$ cat src/hdl/plti_pkg.sv
// ---------------------------------------------------------------------------
// Interpolator package
// Status codes, command and status structures shared by controller and datapath.
// ---------------------------------------------------------------------------
package plti_pkg;

    localparam int DATA_W = 32;
    localparam int ST_W   = 3;
    localparam int CNT_W  = 11;

    localparam logic [ST_W-1:0] ST_WRITE  = 3'd0;
    localparam logic [ST_W-1:0] ST_INTERP = 3'd1;
    localparam logic [ST_W-1:0] ST_EXTRAP = 3'd2;
    localparam logic [ST_W-1:0] ST_BELOW  = 3'd3;
    localparam logic [ST_W-1:0] ST_ZERO   = 3'd4;

    typedef enum logic [2:0] {
        A_HOLD, A_ZERO, A_LAST, A_NODEA, A_ONE, A_INC, A_DEC
    } addr_op_t;

    typedef enum logic [1:0] {
        RK_ZERO, RK_RDY, RK_LINE
    } res_kind_t;

    typedef struct packed {
        logic            wr;
        logic            start;
        addr_op_t        addr_op;
        logic            cap1;
        logic            cap0;
        logic            mul_start;
        logic            mul_step;
        logic            div_start;
        logic            div_step;
        logic            set_res;
        res_kind_t       res_kind;
        logic [ST_W-1:0] res_st;
        logic            out_load;
    } cmd_t;

    typedef struct packed {
        logic lt;
        logic eq;
        logic gt;
        logic scan_end;
        logic dx_zero;
        logic mul_done;
        logic div_done;
        logic out_free;
    } sts_t;

    function automatic logic [32:0] mag33(input logic signed [32:0] v);
        logic [32:0] r;
        r = v[32] ? 33'(-v) : 33'(v);
        return r;
    endfunction

endpackage

$ cat src/hdl/plti_ctrl.sv
// ---------------------------------------------------------------------------
// Interpolator controller
// Sequences table reads, the interval scan, multiply, divide and result hand-off.
// ---------------------------------------------------------------------------
module plti_ctrl
    import plti_pkg::*;
(
    input  logic aclk,
    input  logic aresetn,
    input  logic s_tvalid,
    input  logic func,
    output logic s_tready,
    input  sts_t sts,
    output cmd_t cmd
);

    typedef enum logic [12:0] {
        S_IDLE = 13'b0000000000001,
        S_L0   = 13'b0000000000010,
        S_C0   = 13'b0000000000100,
        S_LN   = 13'b0000000001000,
        S_CN   = 13'b0000000010000,
        S_LS   = 13'b0000000100000,
        S_CS   = 13'b0000001000000,
        S_LP   = 13'b0000010000000,
        S_CP   = 13'b0000100000000,
        S_CHK  = 13'b0001000000000,
        S_MUL  = 13'b0010000000000,
        S_DIV  = 13'b0100000000000,
        S_DONE = 13'b1000000000000
    } state_t;

    state_t state_reg, state_next;
    logic   ext_reg, ext_next;

    assign s_tready = (state_reg == S_IDLE);

    always_ff @(posedge aclk) begin
        if (!aresetn) begin
            state_reg <= S_IDLE;
            ext_reg   <= 1'b0;
        end else begin
            state_reg <= state_next;
            ext_reg   <= ext_next;
        end
    end

    always_comb begin
        state_next = state_reg;
        ext_next   = ext_reg;
        cmd        = '0;
        cmd.addr_op  = A_HOLD;
        cmd.res_kind = RK_ZERO;
        cmd.res_st   = ST_WRITE;
        unique case (state_reg)
            S_IDLE: begin
                if (s_tvalid) begin
                    if (!func) begin
                        cmd.wr      = 1'b1;
                        cmd.set_res = 1'b1;
                        state_next  = S_DONE;
                    end else begin
                        cmd.start   = 1'b1;
                        cmd.addr_op = A_ZERO;
                        state_next  = S_L0;
                    end
                end
            end
            S_L0: state_next = S_C0;
            S_C0: begin
                if (sts.lt) begin
                    cmd.set_res = 1'b1;
                    cmd.res_st  = ST_BELOW;
                    state_next  = S_DONE;
                end else if (sts.eq) begin
                    cmd.set_res  = 1'b1;
                    cmd.res_kind = RK_RDY;
                    cmd.res_st   = ST_INTERP;
                    state_next   = S_DONE;
                end else begin
                    cmd.addr_op = A_LAST;
                    state_next  = S_LN;
                end
            end
            S_LN: state_next = S_CN;
            S_CN: begin
                if (sts.gt) begin
                    cmd.cap1    = 1'b1;
                    cmd.addr_op = A_NODEA;
                    ext_next    = 1'b1;
                    state_next  = S_LP;
                end else if (sts.eq) begin
                    cmd.set_res  = 1'b1;
                    cmd.res_kind = RK_RDY;
                    cmd.res_st   = ST_INTERP;
                    state_next   = S_DONE;
                end else begin
                    cmd.addr_op = A_ONE;
                    state_next  = S_LS;
                end
            end
            S_LS: state_next = S_CS;
            S_CS: begin
                if (sts.lt || sts.scan_end) begin
                    cmd.cap1    = 1'b1;
                    cmd.addr_op = A_DEC;
                    ext_next    = 1'b0;
                    state_next  = S_LP;
                end else begin
                    cmd.addr_op = A_INC;
                    state_next  = S_LS;
                end
            end
            S_LP: state_next = S_CP;
            S_CP: begin
                cmd.cap0   = 1'b1;
                state_next = S_CHK;
            end
            S_CHK: begin
                if (sts.dx_zero) begin
                    cmd.set_res = 1'b1;
                    cmd.res_st  = ST_ZERO;
                    state_next  = S_DONE;
                end else begin
                    cmd.mul_start = 1'b1;
                    state_next    = S_MUL;
                end
            end
            S_MUL: begin
                if (sts.mul_done) begin
                    cmd.div_start = 1'b1;
                    state_next    = S_DIV;
                end else begin
                    cmd.mul_step = 1'b1;
                end
            end
            S_DIV: begin
                if (sts.div_done) begin
                    cmd.set_res  = 1'b1;
                    cmd.res_kind = RK_LINE;
                    cmd.res_st   = ext_reg ? ST_EXTRAP : ST_INTERP;
                    state_next   = S_DONE;
                end else begin
                    cmd.div_step = 1'b1;
                end
            end
            S_DONE: begin
                if (sts.out_free) begin
                    cmd.out_load = 1'b1;
                    state_next   = S_IDLE;
                end
            end
            default: state_next = S_IDLE;
        endcase
    end

endmodule

$ cat config.mk
export PLATFORM = sky130hd
export DESIGN_NAME = plti_ctrl
export DESIGN_NICKNAME = d
export VERILOG_FILES = /design/src/hdl/plti_pkg.sv /design/src/hdl/plti_ctrl.sv
export SDC_FILE = /design/constraint.sdc
export NUM_CORES = 1
export LEC_CHECK = 0
export ABC_CLOCK_PERIOD_IN_PS = 6700
export BUFFER_PORTS_ARGS = -buffer_cell sky130_fd_sc_hd__buf_2
export CAP_MARGIN = 10
export CORE_ASPECT_RATIO = 0.5
export CORE_UTILIZATION = 25
export CTS_CLUSTER_DIAMETER = 200
export DETAILED_ROUTE_END_ITERATION = 7
export MAX_ROUTING_LAYER = met4
export SKIP_CTS_REPAIR_TIMING = 1
export SYNTH_ARGS = -nofsm -noshare
export SYNTH_HDL_FRONTEND = slang
export SYNTH_SLANG_ARGS = --single-unit
$ cat constraint.sdc
create_clock -name aclk -period 6.7 [get_ports aclk]
set_input_delay 2.01 -clock aclk [delete_from_list [all_inputs] [get_ports aclk]]
set_output_delay 2.01 -clock aclk [all_outputs]
set_load 0.02 [all_outputs]
==> metrics.md <==
| Metric | Value |
|---|---|
| Worst path max stage delay | 0.34 ns |
| Main synth FF type | sky130_fd_sc_hd__dfxtp_1 |
| Worst setup SP type | input pin |
| Std-Cell Rows | 15 |
| Number of distinct library cells after synthesis | 41 |
| Routability Congestion | 0.833 |
| Number of sinks on the clock net | 14 |
| DRC | 0 |
| Worst-case headroom to the max-slew limit | 49.9% |
| Max-slew violations | 0 |
| Power Dens Cells | 175 nW/um^2 |
| Area of the die | 4150 um^2 |
| Share of the synthesized area in the top cell type | 28.9% |
| Clock latency on the worst-skew pair | 0.25 ns |
| Switch share | 28.2% |
| Die Width | 90.1 um |
| Top cells by area in the synthesized netlist | sky130_fd_sc_hd__dfxtp_1 (29%), sky130_fd_sc_hd__nor2_1 (8.9%), sky130_fd_sc_hd__nor4b_1 (4.5%) |
| Clock Tree Root | sky130_fd_sc_hd__clkbuf_8 |
| Clock tree buffer depth | 2 |
| Synthesized-area fraction occupied by xor and xnor cells | 1.81% |
| Power share of the combinational group | 20.4% |
| Worst Clk Skew | 0.00394 ns |
| Starting Density | 27.2% |
| Number of diodes | 0 |
| Post-synthesis instance area | 970 um^2 |
| Min Tclk post-route | 5.03 ns |
| Min-Delay Path Class | reg2reg |
| Sequential cell fraction of total power | 41.2% |
| Data required time at the worst endpoint | 4.69 ns |
| Most frequent standard cell in the layout excluding fill and tap cells | sky130_fd_sc_hd__buf_2 |
| Estimated wirelength of the detail-placed design | 2.07 mm |
| Largest vdd supply drop | 78.3 uV |
| Multi-input logic area | 671 um^2 |
| Vias in the first global route | 958 |
| Final sum of negative setup slack | 0 ns |
| Peak fanout along the critical path | 5 |
| Kind of end point of the critical path | primary output |
| TritonCTS clock tree | done |
| Final setup vio count | 0 |
| Vert. Die Dim | 46.0 um |
| Number of I/O port buffers | 30 |
| # H-tree levels | 1 |
| Run status | completed |
| Layout Utilization | 34.4% |
| Crit path DAT | 3.02 ns |
| Wire length of the first global-routing pass | 4.23 mm |
| Via-to-Cell Ratio | 5.25 |
| GRT Total Usage | 13.7% |
| Synthesized Nets | 135 |
| Largest area contributor in the synthesized netlist | sky130_fd_sc_hd__dfxtp_1 |
| Proportion of register bits with asynchronous set or reset after synthesis | 0% |
| Cell-internal power | 154 uW |
| Sequential Area | 280 um^2 |
| Average routed wire per standard cell | 12.7 um |
| Number of filler instances in the final layout | 397 |
| Post-Syn Area per Cell | 7.88 um^2 |
| Antenna violations before repair | 0 |
| Router iterations before antenna repair | 4 |
| Setup repair after global routing missed its margin | no |
| Gate count of the mapped netlist | 123 |
| Via count | 1086 |
| Crit Path Category | in2out |
| Io pins | 31 |
| Number of warning messages in the yosys log | 0 |
| Post-synthesis share of cell area spent on full adders, half adders and majority gates | 0% |
| Portion of the post-synthesis area used by sequential elements | 28.9% |
| Simple-gate share of the synthesized area | 48.9% |
| Max frequency | 0.199 GHz |
| Commonest cells after routing, fill and taps aside | sky130_fd_sc_hd__buf_2 (30), sky130_fd_sc_hd__nor2_1 (23), sky130_fd_sc_hd__dfxtp_1 (14), sky130_fd_sc_hd__nand2_1 (9), sky130_fd_sc_hd__nor3_1 (7) |
| Reg clk slew, reported paths | 0.06 ns |
| Syn-to-layout area delta | 26.6% |
| Transition time at the pin with the least slew margin | 0.742 ns |
| Largest net degree at the start of global routing | 11 |
| Total congestion overflow after global routing | 0 |
| Number of synthesized flops with an enable pin | 0 |
| Largest register FFs | 13 |
| Core Footprint | 3570 um^2 |
| Crit share post-route | 75.1% |
| Sw Pwr | 60.7 uW |
| Final net count | 169 |
| Count of antenna-violating nets left after detailed routing | 0 |
| Critical Path Most Common Cell | sky130_fd_sc_hd__buf_2 |
| Compound-cell area share of the yosys netlist | 18.5% |
| Multiplexer share of the synthesized area | 0% |
| Synth Register Bits | 14 |
| Total wirelength of the detailed-routed design | 2.63 mm |
| Number of clock buffers inserted by TritonCTS | 3 |
| Clock network power share | 38.4% |
| DR iter-0 viols | 124 |
| Leakage power summed over all cells | 0.547 nW |
| Proportion of layout cells with a drive suffix above 1 | 28.2% |
| Worst-path cell with the longest stage delay | sky130_fd_sc_hd__or3_1 |
| Cell-by-cell listing of the critical path | buf_2 > nor2_1 > or3_1 > a21o_1 > o2111ai_2 > buf_2 |
| Final count of hold timing violations | 0 |
| Largest family of logic cells by synthesized area | simple AND/OR/NAND/NOR gates |
| Max-cap check violation count | 0 |
area by class of cell:
class | instances | area share [%]
clock buffer | 4 | 4.49
inverter | 2 | 0.612
multi-input combinational | 106 | 54.6
sequential | 14 | 22.8
tap | 51 | 5.20
timing repair buffer | 30 | 12.2
critical path: cells and delay by family:
| kind | cells | cell delay, ns |
|---|---|---|
| simple gates | 2 | 0.41 |
| buf+inv | 2 | 0.33 |
| compound gates | 2 | 0.27 |
layer usage:
layer	GRT usage, %	wire length [um]	up-vias
li1	-	-	537
met4	4.84	27	0
met3	3.00	121	2
met5	-	0	-
met2	24.6	1300	27
met1	15.7	1180	520
power groups by stage:
stage               Combinational (mW)  Sequential (mW)  Clock [mW]
floorplan                       0.0311           0.0888           0
global placement                0.0433           0.0903           0
detailed placement              0.0430           0.0905           0
CTS                             0.0432           0.0887      0.0854
global route                    0.0478           0.0894      0.0912
finish                          0.0438           0.0887      0.0826
synth_stat cells (3+ instances only):
cell	count
sky130_fd_sc_hd__nor2_1	23
sky130_fd_sc_hd__dfxtp_1	14
sky130_fd_sc_hd__nand2_1	9
sky130_fd_sc_hd__nor3_1	7
sky130_fd_sc_hd__a21oi_1	5
sky130_fd_sc_hd__and3_1	5
sky130_fd_sc_hd__nand3_1	5
sky130_fd_sc_hd__nor4b_1	5
sky130_fd_sc_hd__a21o_1	3
sky130_fd_sc_hd__nand2b_1	3
path summary, 6_finish.rpt:
kind / to / from / depth (start not counted) / slack (ns)
worst max-delay path: cmd[6] / sts[7] / 6 / 1.67
worst min-delay path: state_reg[9] / state_reg[8] / 2 / 0.57
worst max register to register: state_reg[2] / state_reg[10] / 5 / 4.62
worst min register to register: state_reg[9] / state_reg[8] / 2 / 0.57
logic make-up after synthesis:
kind of cell / count (synthesis)
flip-flops: 14
AND/OR/NAND/NOR: 81
XOR/XNOR: 2
buffers and inverters: 3
AO/OA/AOI/OAI: 23
stage by stage:
step	hold WS (ns)	instance area [um^2]	total power [mW]	worst slack (ns)	instances
3_5_place_dp	0.542	1170	0.134	1.68	203
4_1_cts	0.563	1230	0.217	1.67	207
5_1_grt	0.602	1230	0.228	1.62	207
6_report	0.565	1230	0.215	1.67	207
3_3_place_gp	0.542	1170	0.134	1.71	203
2_1_floorplan	0.505	970	0.120	1.81	123
(Power assumes the default switching activity.)
